==> config.mk <==
export PLATFORM = sky130hd
export DESIGN_NAME = url_percent_decoder_core_flat
export DESIGN_NICKNAME = d
export VERILOG_FILES = /design/src/urldec_pkg.sv /design/src/urldec_ifs.sv /design/src/url_percent_decoder_core.sv /design/src/flat_wrapper.sv
export SDC_FILE = /design/constraint.sdc
export NUM_CORES = 1
export LEC_CHECK = 0
export BUFFER_PORTS_ARGS = -buffer_cell sky130_fd_sc_hd__buf_4
export CAP_MARGIN = 25
export CORE_ASPECT_RATIO = 0.6
export CORE_UTILIZATION = 63
export DETAILED_ROUTE_END_ITERATION = 12
export PLACE_DENSITY = 0.77
export SLEW_MARGIN = 15
export SYNTH_ARGS = -nofsm -noshare
export SYNTH_HDL_FRONTEND = slang
export SYNTH_SLANG_ARGS = --single-unit
==> constraint.sdc <==
create_clock -name clk -period 7.4 [get_ports clk]
set_input_delay 2.22 -clock clk [delete_from_list [all_inputs] [get_ports clk]]
set_output_delay 2.22 -clock clk [all_outputs]
set_load 0.02 [all_outputs]
==> src/urldec_pkg.sv <==
// ----------------------------------------------------------------------------
// urldec_pkg
// Shared constants, types and character helpers for the URL percent decoder.
// ----------------------------------------------------------------------------
package urldec_pkg;

  localparam int unsigned BYTE_W = 8;

  localparam logic [BYTE_W-1:0] PCT_CHAR   = 8'h25;
  localparam logic [BYTE_W-1:0] PLUS_CHAR  = 8'h2B;
  localparam logic [BYTE_W-1:0] SPACE_CHAR = 8'h20;

  // Output queue sizing. One input item yields at most MAX_RESULTS items.
  localparam int unsigned MAX_RESULTS = 3;
  localparam int unsigned FIFO_DEPTH  = 8;
  localparam int unsigned PTR_W       = $clog2(FIFO_DEPTH);
  localparam int unsigned CNT_W       = $clog2(FIFO_DEPTH + 1);
  localparam int unsigned NRES_W      = $clog2(MAX_RESULTS + 1);

  typedef struct packed {
    logic [BYTE_W-1:0] data;
    logic              last;
  } res_t;

  function automatic logic is_alnum(input logic [BYTE_W-1:0] c);
    return (c inside {[8'h30:8'h39], [8'h41:8'h5A], [8'h61:8'h7A]});
  endfunction

  function automatic logic [3:0] hex_val(input logic [BYTE_W-1:0] c);
    logic [BYTE_W-1:0] t;
    t = '0;
    if (c inside {[8'h30:8'h39]}) begin
      t = c - 8'h30;
    end else if (c inside {[8'h41:8'h46]}) begin
      t = c - 8'h37;
    end else if (c inside {[8'h61:8'h66]}) begin
      t = c - 8'h57;
    end
    return t[3:0];
  endfunction

  function automatic logic [BYTE_W-1:0] plain(input logic [BYTE_W-1:0] c);
    return (c == PLUS_CHAR) ? SPACE_CHAR : c;
  endfunction

endpackage

==> src/urldec_ifs.sv <==
// ----------------------------------------------------------------------------
// urldec_ifs
// Valid/ready channels for encoded input bytes and decoded result bytes.
// ----------------------------------------------------------------------------
interface urldec_in_if import urldec_pkg::*; ();
  logic              valid;
  logic              ready;
  logic [BYTE_W-1:0] in_byte;
  logic              in_last;

  modport source (output valid, output in_byte, output in_last, input ready);
  modport sink   (input valid, input in_byte, input in_last, output ready);
endinterface

interface urldec_out_if import urldec_pkg::*; ();
  logic              valid;
  logic              ready;
  logic [BYTE_W-1:0] out_byte;
  logic              out_last;

  modport source (output valid, output out_byte, output out_last, input ready);
  modport sink   (input valid, input out_byte, input out_last, output ready);
endinterface

==> src/url_percent_decoder_core.sv <==
// ----------------------------------------------------------------------------
// url_percent_decoder_core
// Streaming URL percent decoder: plus to space, %XY escapes to one byte.
// ----------------------------------------------------------------------------
// The block accepts one encoded byte per clock cycle while its input channel
// is ready. Each accepted item is decoded in the same cycle it is taken and
// yields zero to three result items, registered into an 8-entry output queue
// and offered on the output channel behind any older queued results. The
// queue drains one item per cycle while the output side is ready; the input
// channel is ready whenever at least three queue entries are free, so with the
// output side always ready the block sustains one input item per cycle. Up to
// two bytes of an undecided escape are held; after a last item nothing is held.
module url_percent_decoder_core import urldec_pkg::*; (
  input  logic             clk,
  input  logic             rst_n,
  urldec_in_if.sink        in_ch,
  urldec_out_if.source     out_ch
);

  typedef enum logic [1:0] {
    HOLD_NONE     = 2'd0,
    HOLD_PCT      = 2'd1,
    HOLD_PCT_BYTE = 2'd2
  } hold_t;

  hold_t             hold_r, hold_nxt;
  logic [BYTE_W-1:0] held_r, held_nxt;

  res_t              fifo_r [FIFO_DEPTH];
  logic [PTR_W-1:0]  wr_ptr_r, rd_ptr_r;
  logic [CNT_W-1:0]  count_r;

  res_t              res    [MAX_RESULTS];
  logic [NRES_W-1:0] n_res;
  logic              fresh_en;
  logic              in_acc, out_acc;
  logic [BYTE_W-1:0] b;
  logic              lst;

  assign b   = in_ch.in_byte;
  assign lst = in_ch.in_last;

  assign in_ch.ready = (count_r <= CNT_W'(FIFO_DEPTH - MAX_RESULTS));
  assign in_acc      = in_ch.valid && in_ch.ready;

  assign out_ch.valid    = (count_r != '0);
  assign out_ch.out_byte = fifo_r[rd_ptr_r].data;
  assign out_ch.out_last = fifo_r[rd_ptr_r].last;
  assign out_acc         = out_ch.valid && out_ch.ready;

  // Decode: build up to three results from the held bytes and the new byte.
  always_comb begin
    for (int k = 0; k < MAX_RESULTS; k++) begin
      res[k] = '{data: '0, last: 1'b0};
    end
    n_res    = '0;
    fresh_en = 1'b0;
    hold_nxt = hold_r;
    held_nxt = held_r;

    case (hold_r)
      HOLD_PCT: begin
        if (lst) begin
          res[0] = '{data: PCT_CHAR, last: 1'b0};
          res[1] = '{data: b, last: 1'b1};
          n_res  = NRES_W'(2);
          hold_nxt = HOLD_NONE;
        end else begin
          held_nxt = b;
          hold_nxt = HOLD_PCT_BYTE;
        end
      end
      HOLD_PCT_BYTE: begin
        if (is_alnum(held_r) && is_alnum(b)) begin
          res[0] = '{data: {hex_val(held_r), hex_val(b)}, last: lst};
          n_res  = NRES_W'(1);
          hold_nxt = HOLD_NONE;
        end else if (held_r == PCT_CHAR) begin
          // The held byte is itself a percent sign and may open a new escape.
          res[0] = '{data: PCT_CHAR, last: 1'b0};
          if (lst) begin
            res[1] = '{data: PCT_CHAR, last: 1'b0};
            res[2] = '{data: b, last: 1'b1};
            n_res  = NRES_W'(3);
            hold_nxt = HOLD_NONE;
          end else begin
            n_res    = NRES_W'(1);
            held_nxt = b;
            hold_nxt = HOLD_PCT_BYTE;
          end
        end else begin
          res[0]   = '{data: PCT_CHAR, last: 1'b0};
          res[1]   = '{data: plain(held_r), last: 1'b0};
          n_res    = NRES_W'(2);
          fresh_en = 1'b1;
        end
      end
      default: begin
        fresh_en = 1'b1;
      end
    endcase

    // The new byte seen with nothing pending, appended after earlier results.
    if (fresh_en) begin
      if (b == PCT_CHAR && !lst) begin
        hold_nxt = HOLD_PCT;
      end else begin
        res[n_res[1:0]] = '{data: plain(b), last: lst};
        n_res    = n_res + NRES_W'(1);
        hold_nxt = HOLD_NONE;
      end
    end
  end

  always_ff @(posedge clk) begin
    if (!rst_n) begin
      hold_r   <= HOLD_NONE;
      wr_ptr_r <= '0;
      rd_ptr_r <= '0;
      count_r  <= '0;
    end else begin
      if (in_acc) begin
        hold_r   <= hold_nxt;
        wr_ptr_r <= wr_ptr_r + PTR_W'(n_res);
      end
      if (out_acc) begin
        rd_ptr_r <= rd_ptr_r + PTR_W'(1);
      end
      count_r <= count_r + (in_acc ? CNT_W'(n_res) : CNT_W'(0))
                         - (out_acc ? CNT_W'(1) : CNT_W'(0));
    end
  end

  always_ff @(posedge clk) begin
    if (in_acc) begin
      held_r <= held_nxt;
      for (int k = 0; k < MAX_RESULTS; k++) begin
        if (NRES_W'(k) < n_res) begin
          fifo_r[wr_ptr_r + PTR_W'(k)] <= res[k];
        end
      end
    end
  end

  a_count_bound: assert property (@(posedge clk) disable iff (!rst_n)
    count_r <= CNT_W'(FIFO_DEPTH))
    else $error("output queue count exceeds its depth");

  a_room_on_accept: assert property (@(posedge clk) disable iff (!rst_n)
    in_acc |-> (count_r <= CNT_W'(FIFO_DEPTH - MAX_RESULTS)))
    else $error("item accepted without room for its results");

  a_last_clears_hold: assert property (@(posedge clk) disable iff (!rst_n)
    (in_acc && lst) |=> (hold_r == HOLD_NONE))
    else $error("bytes still held after the last item of a string");

  a_last_has_result: assert property (@(posedge clk) disable iff (!rst_n)
    (in_acc && lst) |-> (n_res != '0))
    else $error("last item of a string produced no result");

  a_no_hold_three: assert property (@(posedge clk) disable iff (!rst_n)
    hold_r != hold_t'(2'd3))
    else $error("held count reached an impossible value");

endmodule

==> src/flat_wrapper.sv <==
// flat-port wrapper written by rule: the top's interface ports become plain ports
module url_percent_decoder_core_flat import urldec_pkg::*;
  (clk, rst_n, in_ch_valid, in_ch_in_byte, in_ch_in_last, in_ch_ready, out_ch_valid, out_ch_out_byte, out_ch_out_last, out_ch_ready);
  urldec_in_if in_ch_i ();
  urldec_out_if out_ch_i ();
  input  logic clk;
  input  logic rst_n;
  input wire logic [$bits(in_ch_i.valid)-1:0] in_ch_valid;
  input wire logic [$bits(in_ch_i.in_byte)-1:0] in_ch_in_byte;
  input wire logic [$bits(in_ch_i.in_last)-1:0] in_ch_in_last;
  output wire logic [$bits(in_ch_i.ready)-1:0] in_ch_ready;
  output wire logic [$bits(out_ch_i.valid)-1:0] out_ch_valid;
  output wire logic [$bits(out_ch_i.out_byte)-1:0] out_ch_out_byte;
  output wire logic [$bits(out_ch_i.out_last)-1:0] out_ch_out_last;
  input wire logic [$bits(out_ch_i.ready)-1:0] out_ch_ready;
  assign in_ch_i.valid = in_ch_valid;
  assign in_ch_i.in_byte = in_ch_in_byte;
  assign in_ch_i.in_last = in_ch_in_last;
  assign in_ch_ready = in_ch_i.ready;
  assign out_ch_valid = out_ch_i.valid;
  assign out_ch_out_byte = out_ch_i.out_byte;
  assign out_ch_out_last = out_ch_i.out_last;
  assign out_ch_i.ready = out_ch_ready;
  url_percent_decoder_core u_core (.clk(clk), .rst_n(rst_n), .in_ch(in_ch_i), .out_ch(out_ch_i));
endmodule
# Yosys cells after proc, flatten, opt, wreduce, memory -nomap -nowiden
# Memories as Yosys holds them, arrays and structs flattened. A register that Yosys moved wholly into a read port is not among the register bits.
# Index checks and enable logic that the tools add are counted.
# totals
regBits	20
latch_bits	0
ramBits	72
romBits	0
inputBits	13
out_inout_bits	11
word_cells	127
mem_count	1
# op_classes
addsub	13
n_mul	0
n_div	0
n_lt_le_gt_ge	22
eq_ne	9
n_shift	0
n_mux	53
n_bitwise	1
n_reduce_logical	23
# mem_list
name	words	width	read_ports	rd_clocked_by_memory_dff	write_ports	line	rtl
u_core.fifo_r	8	9	1	1	3	url_percent_decoder_core.sv:29	res_t fifo_r [FIFO_DEPTH];
# ops
cell	count
<= comparator 8 x 7 -> 1 bit (second input constant)	8
two-way mux 27 bit	2
two-way mux 9 bit	5
two-way mux 8 bit	5
case mux 18 bit (2 select lines)	1
equality test 8 x 6 -> 1 bit (second input constant)	4
greater-or-equal comparator 8 x 7 -> 1 bit (second input constant)	4
bitwise mux 27 bit	1
two-way mux 4 bit	6
two-way mux 2 bit	11
demux 9 bit (select 2 bit)	1
two-way mux 18 bit	1
greater-or-equal comparator 8 x 6 -> 1 bit (second input constant)	2
<= comparator 8 x 6 -> 1 bit (second input constant)	2
two-way mux 16 bit	1
case mux 8 bit (2 select lines)	1
subtractor 4 x 3 -> 4 bit (second input constant)	4
logical AND 1 bit	15
two-way mux 1 bit	13
nonzero test 3 bit	3
case mux 2 bit (2 select lines)	2
subtractor 4 x 1 -> 4 bit (second input constant)	2
adder 3 x 1 -> 3 bit (second input constant)	2
two-way mux 3 bit	2
22 further kinds	23

# Longest topological paths before layout
# logic_depth
word_depth	14
ltp_mapped	21
depth_no_buf	20

# Worst setup path after synthesis
# OpenSTA, ideal clock, no wires.
# synth_path
kind	input to register
startpoint	input port in_ch_in_byte[4]
endpoint	register u_core.count_r[3]
setup_time_ns	0.115
t_arrival_ns	5.680
required_time_ns	7.285
setup_slack_ns	1.606
cell_stages	19
n_path_buf	2
path_cell_list	buf_4 > a21oi_1 > a2111o_1 > or4_4 > nor2_2 > o21a_1 > ha_1 > inv_1 > o211a_1 > a21o_1 > buf_4 > nand2_1 > ha_1 > inv_1 > ha_1 > a21o_1 > a21oi_1 > xor2_1 > and2_1
# synth_via
elab_chain_cells	12
word_cells_on_any_way	23
cone_classes	3 x add/sub; 6 x order compare; 1 x eq/ne; 7 x mux; 6 x reduce/logical
# synth_lines
item	line	rtl
start: declaration	flat_wrapper.sv:9	input wire logic [$bits(in_ch_i.in_byte)-1:0] in_ch_in_byte;
greater-or-equal comparator 8 x 6 -> 1 bit (tied with other cells)	urldec_pkg.sv:26	return (c inside {[8'h30:8'h39], [8'h41:8'h5A], [8'h61:8'h7A]});
logical AND 1 bit	urldec_pkg.sv:26	
nonzero test 3 bit	urldec_pkg.sv:26	
logical AND 1 bit	url_percent_decoder_core.sv:74	if (is_alnum(held_r) && is_alnum(b)) begin
two-way mux 2 bit	url_percent_decoder_core.sv:74	
case mux 2 bit (2 select lines)	url_percent_decoder_core.sv:61	case (hold_r)
adder 2 x 1 -> 2 bit	url_percent_decoder_core.sv:109	n_res = n_res + NRES_W'(1);
two-way mux 2 bit	url_percent_decoder_core.sv:105	if (b == PCT_CHAR && !lst) begin
two-way mux 2 bit (*)	url_percent_decoder_core.sv:104	if (fresh_en) begin
two-way mux 2 bit (*)	url_percent_decoder_core.sv:129	count_r <= count_r + (in_acc ? CNT_W'(n_res) : CNT_W'(0))
adder 4 bit (*)	url_percent_decoder_core.sv:129	
subtractor 4 bit (*)	url_percent_decoder_core.sv:130	- (out_acc ? CNT_W'(1) : CNT_W'(0));
end signal: assignment	url_percent_decoder_core.sv:129	
end: declaration	url_percent_decoder_core.sv:31	logic [CNT_W-1:0] count_r;
# Mark *: on every way between the ends. The rest lies on a longest branch, timed or not.
# A chain may end at the register's enable or synchronous reset.

==> impl_metrics.ini <==
[sta]
tns_ps = 0
rsz0062_at_grt = no
finalCriticalPeriod_ps = 6090
slew_violations = 0
clock_skew_ps = 7.25
timing.fmax_ghz = 0.164
hold_viol_final = 0
final.period_utilization = 0.822
slew-limit-headroom = 0.260
tightest_slew_ps = 1080
setup_viol_count_final = 0

[setup_path]
cpPeakStageDelay_ps = 680
path_buf_inv = 3
critPathLaunchType = primary input
cp.arrival_ps = 6060
cp-end-kind = register
cp_slowest_cell = and4b_1
crit_chain = buf_4, a21oi_1, a2111o_1, or4_4, nor2_2, o21a_1, ha_1, inv_1, o211a_1, a21o_1, and4b_1, inv_1, o211ai_1
cpLargestDelayFamily = compound AO/OA/AOI/OAI gates
cp_common_cell = inv_1
crit_required_ps = 7380
cp_max_fo = 14
critical_path_class = in -> reg

[synth]
synth_area_leaders = edfxtp_1, mux2i_1, mux4_2
seq_area_frac_synth = 0.410
synth_fp_nets = 604
syn_inst = 567
synth_seq_cells = 95
avgSynthCellArea_um2 = 11.6
synth_top_area_frac = 0.364
async_flop_share = 0
synth_warnings = 0
ys.flop_type = edfxtp_1
synth_edf_count = 80
yosysMostFrequentCell = mux2i_1
synth_largest_area_cell = edfxtp_1
synth_area_um2 = 6590
ys_top_cells_by_count = mux2i_1, edfxtp_1, nand2_1
synthDistinctLibCells = 65

[detailed_routing]
drt-initial-drc-count = 743
drc = 0
dr.pass1.iters = 7
avgViaCountPerCell = 7.04
avgRoutedWirePerCell_um = 26.1
vias = 5093
routed_wl_um = 18900
final_antenna_net_count = 0

[clocking]
cts_sinks = 95
h-tree-depth = 3
post_cts_resized = 0
clk_pin_slew_worst_paths_ps = 70
cts_made_buffers = 9
postCtsSetupBuffers = 0
clock_latency_ps = 360
cts_tree = yes
hold_buffers = 0
clk_path_buf_depth = 2
cts_root_buffer = clkbuf_16

[floorplan]
start_util = 0.658
die_area_um2 = 10900
die_w_um = 134
ios = 24
core-area_um2 = 10000
row_count = 28
die_h_um = 81.2

[global_route]
antenna_found_initial = 0
grt_max_degree = 19
grt_use_total = 0.364
first_global_vias = 4874
grt_first_pass_wirelength_um = 28400
grt_overflow = 0

[final_layout]
stdcell_area_um2 = 7180
syn2layout_area_growth_pct = 8.86
regArea_um2 = 2700
multi_input_area_um2 = 3640
nets = 620
num_antenna_cells = 0
n_fill_cell = 726
drive_gt1_frac = 0.150

[power]
p_switching_uw = 504
pwr-share-comb = 0.298
cellLeakagePower_nw = 3.11
power_density_nw_per_um2 = 224
p_int_mw = 1.10
ir_worst_vdd_mv = 0.208
seqPwrFrac = 0.401
pwr-share-clk = 0.301
switching_share = 0.314

[outcome]
status = finished, final reports clean

[placed_design]
dp_hpwl_um = 13400
dpl_cell_area_um2 = 6840
io_buffers = 23
routabilityCongestion = 0.964

[hold_path]
hp-class = reg -> reg

[job]
maxCapViolCount = 0
==> final timing paths <==
path / cells past startpoint / startpoint / slack [ps] / endpoint
worst min register to register: 2 / u_core.rd_ptr_r[1]$_SDFFE_PN0P_ / 510 / register
worst max-delay path: 13 / in_ch_in_byte[4] / 1310 / u_core.fifo_r[5][0]$_DFFE_PP_
worst min-delay path: 2 / u_core.rd_ptr_r[1]$_SDFFE_PN0P_ / 510 / register
worst max register to register: 14 / u_core.held_r[0]$_DFFE_PP_ / 2360 / u_core.fifo_r[5][0]$_DFFE_PP_
==> flip-flops by register name (all words and copies together), names as in the netlist, named ones only <==
name	cells
u_core.wr_ptr_r	3
u_core.held_r	8
u_core.hold_r	2
u_core.fifo_r	72
u_core.rd_ptr_r	3
u_core.count_r	4
==> kinds of logic (layout without fill, tap and decap cells) <==
group,count (synthesis),in the layout,share of synthesized area
simple gates,135,135,0.115
buf+inv,51,72,0.0372
flops,95,95,0.410
compound gates,92,92,0.0978
mux,162,162,0.282
xor+xnor,8,8,0.0106
fa+ha+maj,24,24,0.0478
==> metal layers <==
layer  wire (um)  vias up  track usage
met2        8080      348        0.534
met3        2690       41        0.159
li1            -     2203            -
met5          66        -       0.0417
met4         295        2        0.100
met1        7720     2499        0.486
==> worst reg2reg max path: stages, from the launching register on <==
cell      delay (ps)
edfxtp_1         530
inv_1             80
ha_1             230
nor3b_1          160
a2111o_1         410
or4_4            580
nor2_2           280
o21a_1           260
ha_1             260
inv_1             60
o211a_1          170
a21o_1           440
and4b_1          680
inv_1             90
o211ai_1         440
==> metrics by stage <==
| stage | cells | worst slack (ps) | hold slack [ps] | util | power (mW) |
|---|---|---|---|---|---|
| 2_1_floorplan | 567 | 1610 | 467 | - | 0.955 |
| 3_3_place_gp | 705 | 1110 | 485 | 0.682 | 1.09 |
| 3_5_place_dp | 705 | 1030 | 492 | 0.682 | 1.11 |
| 4_1_cts | 721 | 1390 | 507 | 0.713 | 1.59 |
| 5_1_grt | 723 | 1060 | 542 | 0.716 | 1.66 |
| 6_report | 723 | 1310 | 513 | 0.716 | 1.61 |
==> final cells by class <==
type	count	share of cell area
inverters	22	0.0115
clock inverters	3	0.00314
clock buffers	13	0.0394
well taps	135	0.0235
repair buffers	34	0.0380
multi-input cells	421	0.508
flip-flops and latches	95	0.377
==> power groups by stage <==
stage / Sequential, mW / Combinational, mW / Clock (mW)
3_5_place_dp: 0.661 / 0.452 / 0
3_3_place_gp: 0.659 / 0.434 / 0
2_1_floorplan: 0.642 / 0.313 / 0
5_1_grt: 0.647 / 0.516 / 0.498
6_report: 0.644 / 0.479 / 0.483
4_1_cts: 0.650 / 0.457 / 0.482
==> placed cells by master (no fill, tap or decap), types with 5 or more instances in the layout <==
cell type	Yosys	layout
nor3b_1	5	5
o21ai_0	15	15
and2_1	15	15
dfxtp_1	15	15
o211ai_1	5	5
mux4_2	18	18
nor2_1	17	17
a21oi_1	15	15
or3_1	5	5
o22ai_1	10	10
o21ai_1	5	5
nor2b_1	10	10
clkbuf_16	0	11
buf_4	6	32
ha_1	22	22
nand3_1	5	5
inv_1	22	22
edfxtp_1	80	80
xnor2_1	5	5
nand2_1	41	41
mux2i_1	135	135
mux2_2	9	9
nand2b_1	5	5
a22o_1	5	5
Note: power is estimated with default switching activity, not from simulation.
